$ cat src/design/mmte_pkg.sv
`timescale 1ns / 1ps

package mmte_pkg;

   localparam int CHAR_W  = 8;
   localparam int MAX_OUT = 6;
   localparam int MODE_W  = 3;
   localparam int NUM_W   = 3;

   localparam logic [MODE_W-1:0] MODE_BASE64 = 3'd0;
   localparam logic [MODE_W-1:0] MODE_URL    = 3'd1;
   localparam logic [MODE_W-1:0] MODE_HEX    = 3'd2;
   localparam logic [MODE_W-1:0] MODE_HTML   = 3'd3;
   localparam logic [MODE_W-1:0] MODE_PASS   = 3'd4;

   localparam logic [CHAR_W-1:0] CH_PAD     = 8'h3D;
   localparam logic [CHAR_W-1:0] CH_PERCENT = 8'h25;
   localparam logic [CHAR_W-1:0] CH_AMP     = 8'h26;
   localparam logic [CHAR_W-1:0] CH_HASH    = 8'h23;
   localparam logic [CHAR_W-1:0] CH_SEMI    = 8'h3B;

   // All characters caused by one input byte, oldest in entry 0.
   typedef struct packed {
      logic [MAX_OUT-1:0][CHAR_W-1:0] chars;
      logic [NUM_W-1:0]               num;
   } mmte_job_type;

   typedef struct packed {
      logic         valid;
      mmte_job_type job;
   } mmte_head_type;

   function automatic logic [CHAR_W-1:0] b64_char(input logic [5:0] v);
      logic [CHAR_W-1:0] c;
      if (v < 6'd26) begin
         c = 8'h41 + {2'b00, v};
      end else if (v < 6'd52) begin
         c = 8'h61 + {2'b00, v - 6'd26};
      end else if (v < 6'd62) begin
         c = 8'h30 + {2'b00, v - 6'd52};
      end else if (v == 6'd62) begin
         c = 8'h2B;
      end else begin
         c = 8'h2F;
      end
      return c;
   endfunction

   function automatic logic [CHAR_W-1:0] hex_char(input logic [3:0] v);
      logic [CHAR_W-1:0] c;
      if (v < 4'd10) begin
         c = 8'h30 + {4'h0, v};
      end else begin
         c = 8'h37 + {4'h0, v};
      end
      return c;
   endfunction

   function automatic logic url_plain(input logic [7:0] b);
      logic p;
      p = (b >= 8'h30 && b <= 8'h39) || (b >= 8'h41 && b <= 8'h5A) ||
          (b >= 8'h61 && b <= 8'h7A) || b == 8'h2D || b == 8'h5F ||
          b == 8'h2E || b == 8'h7E;
      return p;
   endfunction

   // Shift-and-add-three conversion of a byte to three BCD digits.
   function automatic logic [11:0] to_bcd(input logic [7:0] v);
      logic [19:0] s;
      s = {12'd0, v};
      for (int i = 0; i < 8; i++) begin
         if (s[11:8] >= 4'd5) s[11:8] = s[11:8] + 4'd3;
         if (s[15:12] >= 4'd5) s[15:12] = s[15:12] + 4'd3;
         if (s[19:16] >= 4'd5) s[19:16] = s[19:16] + 4'd3;
         s = s << 1;
      end
      return s[19:8];
   endfunction

endpackage

$ cat src/design/mmte_front.sv
`timescale 1ns / 1ps

module mmte_front (
   input  logic                 clock,
   input  logic                 reset,
   input  logic [2:0]           csr_wr_data,
   input  logic                 csr_wr_en,
   input  logic                 in_valid,
   input  logic [7:0]           in_byte,
   input  logic                 in_last,
   input  logic                 q_full,
   output logic                 in_ready,
   output logic                 push,
   output mmte_pkg::mmte_job_type job
);
   import mmte_pkg::*;

   logic [MODE_W-1:0] mode_ff, mode_in;
   logic [3:0]        residual_ff, residual_in;
   logic [1:0]        phase_ff, phase_in;
   logic [1:0]        phase_cur;
   logic [11:0]       bcd;
   logic              accept;

   assign in_ready = !q_full;
   assign accept   = in_valid && !q_full;
   assign push     = accept;
   assign bcd      = to_bcd(in_byte);
   // The unused phase code behaves as the start of a group.
   assign phase_cur = (phase_ff == 2'd3) ? 2'd0 : phase_ff;

   always_comb begin
      mode_in = csr_wr_en ? csr_wr_data : mode_ff;
   end

   always_comb begin
      job         = '0;
      residual_in = residual_ff;
      phase_in    = phase_ff;
      unique case (mode_ff)
         MODE_BASE64: begin
            unique case (phase_cur)
               2'd0: begin
                  job.chars[0] = b64_char(in_byte[7:2]);
                  job.num      = 3'd1;
                  residual_in  = {2'b00, in_byte[1:0]};
                  phase_in     = 2'd1;
                  if (in_last) begin
                     job.chars[1] = b64_char({in_byte[1:0], 4'h0});
                     job.chars[2] = CH_PAD;
                     job.chars[3] = CH_PAD;
                     job.num      = 3'd4;
                  end
               end
               2'd1: begin
                  job.chars[0] = b64_char({residual_ff[1:0], in_byte[7:4]});
                  job.num      = 3'd1;
                  residual_in  = in_byte[3:0];
                  phase_in     = 2'd2;
                  if (in_last) begin
                     job.chars[1] = b64_char({in_byte[3:0], 2'b00});
                     job.chars[2] = CH_PAD;
                     job.num      = 3'd3;
                  end
               end
               default: begin
                  job.chars[0] = b64_char({residual_ff, in_byte[7:6]});
                  job.chars[1] = b64_char(in_byte[5:0]);
                  job.num      = 3'd2;
                  residual_in  = 4'h0;
                  phase_in     = 2'd0;
               end
            endcase
         end
         MODE_URL: begin
            if (url_plain(in_byte)) begin
               job.chars[0] = in_byte;
               job.num      = 3'd1;
            end else begin
               job.chars[0] = CH_PERCENT;
               job.chars[1] = hex_char(in_byte[7:4]);
               job.chars[2] = hex_char(in_byte[3:0]);
               job.num      = 3'd3;
            end
         end
         MODE_HEX: begin
            job.chars[0] = hex_char(in_byte[7:4]);
            job.chars[1] = hex_char(in_byte[3:0]);
            job.num      = 3'd2;
         end
         MODE_HTML: begin
            job.chars[0] = CH_AMP;
            job.chars[1] = CH_HASH;
            if (in_byte >= 8'd100) begin
               job.chars[2] = {4'h3, bcd[11:8]};
               job.chars[3] = {4'h3, bcd[7:4]};
               job.chars[4] = {4'h3, bcd[3:0]};
               job.chars[5] = CH_SEMI;
               job.num      = 3'd6;
            end else if (in_byte >= 8'd10) begin
               job.chars[2] = {4'h3, bcd[7:4]};
               job.chars[3] = {4'h3, bcd[3:0]};
               job.chars[4] = CH_SEMI;
               job.num      = 3'd5;
            end else begin
               job.chars[2] = {4'h3, bcd[3:0]};
               job.chars[3] = CH_SEMI;
               job.num      = 3'd4;
            end
         end
         default: begin
            job.chars[0] = in_byte;
            job.num      = 3'd1;
         end
      endcase
      if (in_last) begin
         residual_in = 4'h0;
         phase_in    = 2'd0;
      end
   end

   always_ff @(posedge clock) begin
      if (reset) begin
         mode_ff     <= MODE_PASS;
         residual_ff <= 4'h0;
         phase_ff    <= 2'd0;
      end else begin
         mode_ff <= mode_in;
         if (accept) begin
            residual_ff <= residual_in;
            phase_ff    <= phase_in;
         end
      end
   end

   a_phase_legal: assert property (@(posedge clock) disable iff (reset)
      phase_ff != 2'd3) else $error("base64 phase reached the unused code");

   a_end_clears: assert property (@(posedge clock) disable iff (reset)
      accept && in_last |=> residual_ff == 4'h0 && phase_ff == 2'd0)
      else $error("end of payload did not clear the base64 state");

endmodule

$ cat src/design/mmte_queue.sv
`timescale 1ns / 1ps

module mmte_queue #(
   parameter int DEPTH = 2
) (
   input  logic                   clock,
   input  logic                   reset,
   input  logic                   push,
   input  mmte_pkg::mmte_job_type push_job,
   input  logic                   pop,
   output logic                   full,
   output mmte_pkg::mmte_head_type head
);
   import mmte_pkg::*;

   localparam int AW = (DEPTH > 1) ? $clog2(DEPTH) : 1;
   localparam int CW = $clog2(DEPTH + 1);

   mmte_job_type    store_ff [DEPTH];
   logic [AW-1:0]   wr_ptr_ff, wr_ptr_in;
   logic [AW-1:0]   rd_ptr_ff, rd_ptr_in;
   logic [CW-1:0]   count_ff, count_in;

   assign full       = (count_ff == CW'(DEPTH));
   assign head.valid = (count_ff != '0);
   assign head.job   = store_ff[rd_ptr_ff];

   always_comb begin
      wr_ptr_in = wr_ptr_ff;
      rd_ptr_in = rd_ptr_ff;
      count_in  = count_ff;
      if (push) begin
         wr_ptr_in = (wr_ptr_ff == AW'(DEPTH - 1)) ? '0 : wr_ptr_ff + 1'b1;
      end
      if (pop) begin
         rd_ptr_in = (rd_ptr_ff == AW'(DEPTH - 1)) ? '0 : rd_ptr_ff + 1'b1;
      end
      if (push && !pop) begin
         count_in = count_ff + 1'b1;
      end else if (pop && !push) begin
         count_in = count_ff - 1'b1;
      end
   end

   always_ff @(posedge clock) begin
      if (reset) begin
         wr_ptr_ff <= '0;
         rd_ptr_ff <= '0;
         count_ff  <= '0;
      end else begin
         wr_ptr_ff <= wr_ptr_in;
         rd_ptr_ff <= rd_ptr_in;
         count_ff  <= count_in;
      end
   end

   always_ff @(posedge clock) begin
      if (push) begin
         store_ff[wr_ptr_ff] <= push_job;
      end
   end

   a_no_overflow: assert property (@(posedge clock) disable iff (reset)
      push |-> !full) else $error("queue written while full");

   a_no_underflow: assert property (@(posedge clock) disable iff (reset)
      pop |-> head.valid) else $error("queue read while empty");

endmodule

$ cat src/design/mmte_back.sv
`timescale 1ns / 1ps

module mmte_back (
   input  logic                    clock,
   input  logic                    reset,
   input  mmte_pkg::mmte_head_type head,
   output logic                    pop,
   output logic                    out_valid,
   output logic [7:0]              out_char,
   output logic                    out_last,
   input  logic                    out_ready
);
   import mmte_pkg::*;

   logic [NUM_W-1:0]  idx_ff, idx_in;
   logic              valid_ff, valid_in;
   logic [CHAR_W-1:0] char_ff, char_in;
   logic              last_ff, last_in;
   logic              load;
   logic              at_end;

   // A new character enters the output register when it is empty or being drained.
   assign load   = head.valid && (!valid_ff || out_ready);
   assign at_end = (idx_ff == head.job.num - 1'b1);
   assign pop    = load && at_end;

   assign out_valid = valid_ff;
   assign out_char  = char_ff;
   assign out_last  = last_ff;

   always_comb begin
      idx_in   = idx_ff;
      valid_in = valid_ff;
      char_in  = char_ff;
      last_in  = last_ff;
      if (load) begin
         valid_in = 1'b1;
         char_in  = head.job.chars[idx_ff];
         last_in  = at_end;
         idx_in   = at_end ? '0 : idx_ff + 1'b1;
      end else if (out_ready) begin
         valid_in = 1'b0;
      end
   end

   always_ff @(posedge clock) begin
      if (reset) begin
         idx_ff   <= '0;
         valid_ff <= 1'b0;
      end else begin
         idx_ff   <= idx_in;
         valid_ff <= valid_in;
      end
   end

   always_ff @(posedge clock) begin
      char_ff <= char_in;
      last_ff <= last_in;
   end

   a_idx_range: assert property (@(posedge clock) disable iff (reset)
      head.valid |-> idx_ff < head.job.num)
      else $error("character index ran past the queued job");

   a_idle_idx: assert property (@(posedge clock) disable iff (reset)
      !head.valid |-> idx_ff == '0)
      else $error("character index not at start while queue is empty");

endmodule

$ cat src/design/multi_mode_text_encoder.sv
`timescale 1ns / 1ps

// Channel   Direction  Signals                        Content
// req       in         req_tvalid/tready/tdata/tlast  tdata[7:0] data_byte, tlast end_of_payload
// rsp       out        rsp_tvalid/tready/tdata/tlast  tdata[7:0] out_char, tlast run_last
// csr       in         csr_wr_en, csr_wr_data         encoding_mode, written when csr_wr_en
//
// Each input byte gives 1 to 6 characters, and the result channel carries one character
// per cycle while rsp_tready is held high. The front encodes a byte in the cycle it is
// accepted; the job is written into the queue, and its first character then passes
// through the output register onto rsp. The job queue lets the front keep accepting
// while rsp stalls, until it is full. Reset is synchronous and clears the base64 state,
// the queue and the output valid flag, and sets the mode to pass-through.

module multi_mode_text_encoder #(
   parameter int QUEUE_DEPTH = 2
) (
   input  logic       clock,
   input  logic       reset,
   input  logic       req_tvalid,
   output logic       req_tready,
   input  logic [7:0] req_tdata,   // [7:0] data_byte
   input  logic       req_tlast,
   output logic       rsp_tvalid,
   input  logic       rsp_tready,
   output logic [7:0] rsp_tdata,   // [7:0] out_char
   output logic       rsp_tlast,
   input  logic       csr_wr_en,
   input  logic [2:0] csr_wr_data
);
   import mmte_pkg::*;

   mmte_job_type  job;
   mmte_head_type head;
   logic          push;
   logic          pop;
   logic          q_full;

   mmte_front u_front (
      .clock       (clock),
      .reset       (reset),
      .csr_wr_data (csr_wr_data),
      .csr_wr_en   (csr_wr_en),
      .in_valid    (req_tvalid),
      .in_byte     (req_tdata),
      .in_last     (req_tlast),
      .q_full      (q_full),
      .in_ready    (req_tready),
      .push        (push),
      .job         (job)
   );

   mmte_queue #(
      .DEPTH (QUEUE_DEPTH)
   ) u_queue (
      .clock    (clock),
      .reset    (reset),
      .push     (push),
      .push_job (job),
      .pop      (pop),
      .full     (q_full),
      .head     (head)
   );

   mmte_back u_back (
      .clock     (clock),
      .reset     (reset),
      .head      (head),
      .pop       (pop),
      .out_valid (rsp_tvalid),
      .out_char  (rsp_tdata),
      .out_last  (rsp_tlast),
      .out_ready (rsp_tready)
   );

endmodule

$ cat config.mk
export PLATFORM = sky130hd
export DESIGN_NAME = multi_mode_text_encoder
export DESIGN_NICKNAME = d
export VERILOG_FILES = /design/src/design/mmte_pkg.sv /design/src/design/mmte_front.sv /design/src/design/mmte_queue.sv /design/src/design/mmte_back.sv /design/src/design/multi_mode_text_encoder.sv
export SDC_FILE = /design/constraint.sdc
export NUM_CORES = 1
export LEC_CHECK = 0
export ABC_AREA = 0
export BUFFER_PORTS_ARGS = -buffer_cell sky130_fd_sc_hd__buf_2
export CORE_MARGIN = 3
export CORE_UTILIZATION = 65
export CTS_CLUSTER_DIAMETER = 150
export DETAILED_ROUTE_END_ITERATION = 6
export GPL_TIMING_DRIVEN = 0
export PLACE_DENSITY = 0.83
export SKIP_CTS_REPAIR_TIMING = 1
export SLEW_MARGIN = 20
export SYNTH_ARGS = -nofsm -noshare
export SYNTH_HDL_FRONTEND = slang
export SYNTH_SLANG_ARGS = --single-unit
$ cat constraint.sdc
create_clock -name clock -period 12.1 [get_ports clock]
set_input_delay 0.605 -clock clock [delete_from_list [all_inputs] [get_ports clock]]
set_output_delay 0.605 -clock clock [all_outputs]
set_load 0.02 [all_outputs]
Word level (Yosys, flattened, before mapping):

Memories as Yosys holds them, arrays and structs flattened. A register that Yosys moved wholly into a read port is not among the register bits.
Cells that the tools add are included.
Widths: inputs -> output; s select.

* reduce and logical (&&, ||, !) cells: 26
* multiplexer cells: 82
* equality and inequality tests: 15
* $add $sub $neg: 58
* $lt $le $gt $ge: 47

Operators by type and width (number)
* $mux 8: 21
* $add 7x6->8 const A: 12
* $lt 6x6->1 const B: 12
* $ge 4x3->1 const B: 15
* $mux 4: 14
* $add 4x2->4 const B: 11
* $mux 22: 2
* $pmux 11 s4: 1
* $add 6x6->7 const A: 6
* $mux 3: 13
* $pmux 19 s2: 1
* $lt 6x5->1 const B: 6
* $sub 6x5->6 const B: 6
* $sub 6x6->6 const B: 6
* $pmux 8 s2: 2
* $pmux 8 s4: 1
* $add 6x4->7 const A: 4
* $mux 14: 2
* $bmux 8 s3: 1
* $eq 6x6->1 const B: 4
* $ge 8x7->1 const B: 3
* $pmux 8 s3: 1
* $mux 6: 3
* $eq 8x6->1 const B: 2
* 36 further kinds: 79

* memories kept: 1
* register bits after elaboration: 26
* output and inout port bits: 11
* bits in writable memories: 98

Memory list
* u_queue.store_ff: words 2, bits a word 49, rd ports 1, clocked after Yosys merged registers in 1, write ports 1, line mmte_queue.sv:19 `mmte_job_type store_ff [DEPTH];`

Depth between registers and ports, before layout:

Gate-level depths: netlist of the first run.

* word-level depth: 17
* depth in mapped cells: 30
* gate-level depth less buffers: 26

Modules after synthesis:

A second synthesis of the first run with hierarchy kept.

* cells, all modules: 985
* area total of the unflattened synthesis: 9611.7 sq um

By module, submodules not included
* mmte_front: cells an instance 727, times used 1, area each 4808.4 sq um
* mmte_queue: cells an instance 181, times used 1, area each 3880.0 sq um
* mmte_back: cells an instance 77, times used 1, area each 923.4 sq um

Least setup slack after synthesis of the first run:

OpenSTA, ideal clock, no wires.

* path kind: input-to-reg
* start: input port req_tdata[6]
* end: memory u_queue.store_ff[0][28] in the netlist's numbering, data pin
* stages: 29
* data arrival time: 5.908 ns
* required time: 11.837 ns
* slack: 5.928 ns
* setup time: 0.263 ns
* path through: clkbuf_1 inv_1 ha_1 inv_1 ha_1 buf_6 a21oi_1 xnor2_1 inv_1 ha_1 clkbuf_1 nor2b_1 or4_1 o2111a_1 inv_1 ha_1 clkbuf_1 inv_1 o21ai_0 mux2i_1 or2_2 ha_1 a21oi_1 xnor2_1 inv_1 ha_1 o311a_1 o22ai_1 nor2_1

RTL lines
* start, declared: line multi_mode_text_encoder.sv:22 `input logic [7:0] req_tdata,`
* end, declared: line mmte_queue.sv:19

==> metrics.md, run 1 <==
| Metric | Value |
|---|---|
| Status | completed |
| DR vias/cell | 6.83 |
| Max_cap viols | 0 |
| CTS Sinks | 101 |
| Clock transition at the registers of the reported paths | 70 ps |
| NumNets Final | 1,045 |
| Min-Delay Path Class | reg -> reg |
| Routed wire length | 24.0 mm |
| Worst setup path startpoint | req_tdata[6] |
| DRC marker count from the first detailed-route iteration | between 900 and 1,000 |
| Deepest clock path buffer count | 2 |
| # IOs | 28 |
| Peak fanout along the critical path | 10 |
| Placed Instances | 1,125 |
| Synthesized area | 8380 um2 |
| Non-Filler Instances | 1,141 |
| # diodes | 0 |
| Max Slew Vio Count | 0 |
| Grt peak-use layer | met2 |
| Met3 Usage GRT | 4.62% |
| GRT overflow | 0 |
| Tightest Pin Transition | approximately 1000 ps |
| Unrepaired setup endpoints after global routing | false |
| Tmin final | 7360 ps |
| DIE WIDTH | ~120 um |
| Peak per-stage delay on the critical path | 510 ps |
| Final Cycle Share | 60.8% |
| Vias in the first global route | 7,276 |
| Final setup violating endpoints | 0 |
| CP arrival | 7400 ps |
| Worst-case clock skew | 10.9 ps |
| Syn-to-layout area delta | 8.55% |
| Pwr per Cell Area | 145 nW/um2 |
| WS Path Type | in -> reg |
| Antenna violations before repair | 0 |
| Met2 Use GR | 56.8% |
| Largest net degree at the start of global routing | 33 |
| Util after Layout | around three quarters |
| Most common flop cell mapped by yosys | edfxtp_1 |
| Via count | about 7,800 |
| HP Start | u_front.phase_ff[1] |
| Fmax | ~140 MHz |
| Unique masters post-synth | between 80 and 90 |
| Depth of the CTS H-tree | 3 |
| Half-perimeter wire length after placement | 17.8 mm |
| DR DRC count | 0 |
| Flop2flop setup slack | 8390 ps |
| Wire per inst | 21.0 um |
| Gr usage total | about a third |
| Port Buffers | 27 |
| Final Hold Viols | 0 |
| Synthesized net count | 1,005 |
| Skew-Pair Late Insertion Delay | 340 ps |
| Layout cells sized above 1 | 8.84% |
| Row count | 40 |
| Top cell type's share of synthesized area | 29.7% |
| Sequential area share after synthesis | around 34% |
| GR Util met1 | 44.2% |
| Place WS | 4540 ps |
| Synth area leaders | edfxtp_1, ha_1, a21oi_1 |
| Count leader, synth | nand2_1 |
| Slowest CP cell | a21oi_1 |
| First-pass GRT wire length | around 38 mm |
| Final setup margin | 4740 ps |
| CP required | 12,140 ps |
| Cells after Synth | 928 |
| CTS buffer count | 9 |
| Detail Route Antenna Nets | 0 |
| Die height | 120 um |
| Max rail drop VDD | around 0.084 mV |
| YS warnings | 0 |
| Setup crit end kind | flop |
| CTS Root Cell | clkbuf_16 |
| Die area | between 10,000 and 15,000 um2 |
| Pre-antenna DRT Iters | 5 |
| Filler instances | 957 |
| TritonCTS clock tree | yes |
| Syn Area/Cell | 9.03 um2 |
| Dominant cell type by area after synthesis | edfxtp_1 |
| Slew Limit Headroom | around 33% |
| Leakage power | 0.00335 uW |
| #FFs+latches synth | 101 |
| EDFF count, synth | 83 |
| Initial Util | 68.1% |
| Core Footprint | 12,300 um2 |
| Async set-or-reset flop fraction in the synthesized netlist | 0% |
| Leading cell types by count after synthesis | nand2_1, edfxtp_1, a21oi_1 |
| CP Launch Type | input pin |
| Post-Route Setup TNS | 0 ps |
| GP Congestion | 1.02 |
[sequential cells by signal, indices dropped and copies added, names as in the netlist, named ones only]
| name | cells |
|---|---|
| u_back.out_last | 1 |
| u_front.phase_ff | 2 |
| u_front.mode_ff | 3 |
| u_front.residual_ff | 4 |
| u_back.out_valid | 1 |
| u_queue.wr_ptr_ff | 1 |
| u_queue.rd_ptr_ff | 1 |
| u_back.idx_ff | 3 |
| u_queue.store_ff | 74 |
| u_back.out_char | 8 |
| u_queue.count_ff | 2 |
[placed cells by master, fill, tap and decap left out, drive strengths merged, types with 5 or more instances in the layout]
master  synthesis  final
or2             5      5
dfxtp          18     18
buf            11     40
nand3b          5      5
o221ai         10     10
inv            34     35
nand3          30     30
clkbuf         46     60
o22ai           8      8
a21o            8      8
ha             60     60
o211ai         10     10
nand4          16     16
a21oi          75     75
xor2           21     21
a31oi          15     15
o21ai          76     76
mux4           14     14
nand2b          7      7
or3             5      5
mux2i          27     27
edfxtp         83     83
nand2          87     87
o311ai          6      6
and3            6      6
a211oi         15     15
nor2           73     73
and2            5      5
xnor2          42     42
nor3           10     10
o21a            8      8
nor3b           6      6
nor2b          14     14
[final timing paths]
path	endpoint	depth (start not counted)
worst max register to register	u_queue.count_ff[1]	12
worst max-delay path	u_queue.store_ff[1][21]	29
worst min-delay path	u_front.phase_ff[1]	2
worst min register to register	u_front.phase_ff[1]	2
[critical path: cells and delay by family]
family,cells,cell delay (ps)
muxes,1,160
and+or+nand+nor,3,990
adders and majority gates,6,1300
AOI/OAI and AO/OA,6,1870
buffers and inverters,11,2010
xor gates and xnor gates,2,470
[where the power goes]
part	switching, uW	internal, uW	leakage, uW
combinational	329	207	0.00226
sequential	27.8	465	0.000942
clock	117	170	0.000153
[logic make-up (layout without fill, tap and decap cells)]
logic type	count (synthesis)	in the layout	share of synthesized area (%)
buffers and inverters	92	137	4.27
AO/OA/AOI/OAI	287	287	22.4
AND/OR/NAND/NOR	282	282	16.4
flip-flops	101	101	34.0
adder cells (fa/ha/maj)	60	60	8.96
XOR/XNOR	63	63	6.67
multiplexers	43	43	7.26
[through the flow]
| step | area (um2) | hold slack (ps) | total power, uW |
|---|---|---|---|
| final | 9100 | 483 | 1320 |
| after global routing | 9100 | 511 | 1380 |
| after floorplan | 8380 | 449 | 875 |
| after global placement | 8730 | 466 | 990 |
| after CTS | 9090 | 486 | 1310 |
| after detailed placement | 8780 | 477 | 1020 |
[metal layers]
metal  vias to the layer above  routed length, um  part of all wire, %
met2                       483              11600                   48
met5                         -                  0                    0
li1                       3566                  -                    -
met4                         0                860                  3.6
met3                        89               2070                  8.6
met1                      3654               9500                   40
[cell type report]
cell class                 count  area [um2]  share of cell area [%]
sequential                   101        2850                    31.4
clock buffer                  14         297                    3.26
timing repair buffer          29         183                    2.01
multi-input combinational    735        5190                    57.0
clock inverter                 2        11.3                   0.124
tap                          168         210                    2.31
buffer                        57         226                    2.49
inverter                      35         131                    1.44
Note: power is estimated with default switching activity, not from simulation.
==> run 2, diff against run 1 <==
Settings changed: CORE_UTILIZATION 65 to 58, PLACE_DENSITY 0.83 to 0.78.
Clock period 12.1 ns to 6.6 ns, I/O delays scaled along.
==> metrics.md, run 2 (synthesis gave the netlist of run 1 again) <==
| Metric | Value |
|---|---|
| Filler instances | 1,184 (+24%) |
| Unrepaired setup endpoints after global routing | false |
| Half-perimeter wire length after placement | 17.5 mm (-1.9%) |
| CP Depth | 28 (-3.4%) |
| WHS Path Cells | 2 (unchanged) |
| Row count | 43 (+7.5%) |
| Largest net degree at the start of global routing | 27 (-18%) |
| Status | finished, violations left |
| Max Slew Vio Count | 0 (unchanged) |
| Number of flip-flops in the largest register | 74 (unchanged) |
| Port Buffers | 27 (unchanged) |
| Tightest Pin Transition | 1010 ps (+4.94 ps) |
| Die height | 126 um (+5.6%) |
| CTS Sinks | 101 (unchanged) |
| Layout cells sized above 1 | 10.3% (+1.5 points) |
| CTS buffer count | 9 (unchanged) |
| Non-Filler Instances | 1,157 (+1.4%) |
| CP arrival | 6260 ps (-1140 ps) |
| Gr usage total | 28.4% (-5.1 points) |
| Wire per inst | 20.0 um (-4.9%) |
| CTS Root Cell | clkbuf_16 |
| Slowest CP cell | o41ai_2 |
| Peak per-stage delay on the critical path | 440 ps (-70 ps) |
| Via count | 7,626 (-2.1%) |
| Fmax | 161 MHz |
| Minimum hold slack | 220 ps (-263 ps) |
| NumNets Final | 1,049 (+0.38%) |
| Switching part of the total | 35.6% (-0.42 points) |
| Antenna violations before repair | 0 (unchanged) |
| Min-Delay Path Class | in -> reg |
| Placed inst area | 8800 um2 (+0.17%) |
| CP top delay family | buffers and inverters |
| Final Cycle Share | 94.1% |
| Failing checks | DRC |
| Core Footprint | 14,000 um2 (+14%) |
| DRC marker count from the first detailed-route iteration | 928 (+0.65%) |
| Slew Limit Headroom | 32.8% (-0.33 points) |
| Placed Instances | 1,137 (+1.1%) |
| Max rail drop VDD | 0.164 mV (+96%) |
| GP Congestion | 1.02 (+0.68%) |
| Design Power | 2400 uW (+82%) |
| Deepest clock path buffer count | 2 (unchanged) |
| First-pass GRT wire length | 36.6 mm (-4.2%) |
| Skew-Pair Late Insertion Delay | 340 ps (about the same) |
| Peak fanout along the critical path | 10 (unchanged) |
| Clock share of power | 22.0% (+0.2 points) |
| Vias in the first global route | 6,945 (-4.5%) |
| DR vias/cell | 6.59 (-3.5%) |
| Setup crit end kind | flop |
| WS Path Type | in -> reg |
| DR DRC count | 1 (+1) |
| Routed wire length | 23.1 mm (-3.6%) |
| Tmin final | 6210 ps |
| Cells on worst reg2reg path | 12 (unchanged) |
| Pre-antenna DRT Iters | 7 (+2) |
| Clock transition at the registers of the reported paths | 70 ps (about the same) |
| Top reg by flops | u_queue.store_ff |
| Final Hold Viols | 0 (unchanged) |
| Psw | 852 uW (+80%) |
| Depth of the CTS H-tree | 3 (unchanged) |
| CP Buf/Inv Count | 10 (-1) |
| Most common cell after layout, fill and taps aside | nand2_1 |
| Syn-to-layout area delta | 9.66% |
| Most frequent cells in the layout | nand2_1, edfxtp_1, a21oi_1 |
| Die area | 15,900 um2 (+11%) |
| Max_cap viols | 0 (unchanged) |
| Pwr per Cell Area | 261 nW/um2 (+80%) |
| CP Launch Type | input pin |
| GRT overflow | 0 (unchanged) |
| Initial Util | 59.9% (-8.2 points) |
| TritonCTS clock tree | yes |
| # IOs | 28 (unchanged) |
| # diodes | 0 (unchanged) |
| CP required | 6640 ps (-5500 ps) |
| Reg power frac | 37.4% (about the same) |
| Util after Layout | 65.7% (-8.2 points) |
| DIE WIDTH | 126 um (+5.6%) |
| Detail Route Antenna Nets | 0 (unchanged) |
| Int Power | 1540 uW (+83%) |
| Leakage power | 0.00338 uW (+0.80%) |
| Final setup violating endpoints | 0 (unchanged) |
| Combinational power share | 40.6% (about the same) |
| Worst-case clock skew | 7.87 ps (-3.00 ps) |
| Final instance area | 9190 um2 (+1.0%) |
[run 2: power by group through the flow]
stage	registers, uW	logic (uW)	clock network (uW)
after global placement	906	915	0
after global routing	905	1060	562
final	896	974	526
after detailed placement	909	953	0
after floorplan	942	662	0
after CTS	896	959	534
[run 2: path summary, 6_finish.rpt]
check	start	endpoint	slack, ps
worst max-delay path	req_tdata[6]	u_queue.store_ff[0][21]	390
worst min-delay path	reset	u_front.phase_ff[0]	220
worst max register to register	flop	u_queue.count_ff[1]	2910
worst min register to register	u_front.phase_ff[1]	u_front.phase_ff[1]	500
[run 2: stage by stage]
step | setup WS, ps | setup TNS, ps
global placement | -586 | -5480
finish | 389 | 0
CTS | -374 | -2570
detailed placement | -720 | -7290
floorplan | 703 | 0
global route | 33.3 | 0
[run 2: final cells by class]
cell class	instances	area [um2]	area share [%]
clock inverter	4	25.0	0.272
clock buffer	12	289	3.14
sequential	101	2850	31.0
buffer	56	226	2.46
inverter	35	139	1.51
tap	180	225	2.45
timing repair buffer	34	220	2.40
multi-input combinational	735	5210	56.7
[run 2: metal layers]
| metal | vias to the layer above | track usage (%) | wire [um] |
|---|---|---|---|
| met5 | - | 0 | 0 |
| met4 | 0 | 10.4 | 698 |
| met3 | 64 | 2.88 | 1820 |
| met2 | 411 | 46.1 | 10800 |
| met1 | 3579 | 39.7 | 9800 |
| li1 | 3572 | - | - |
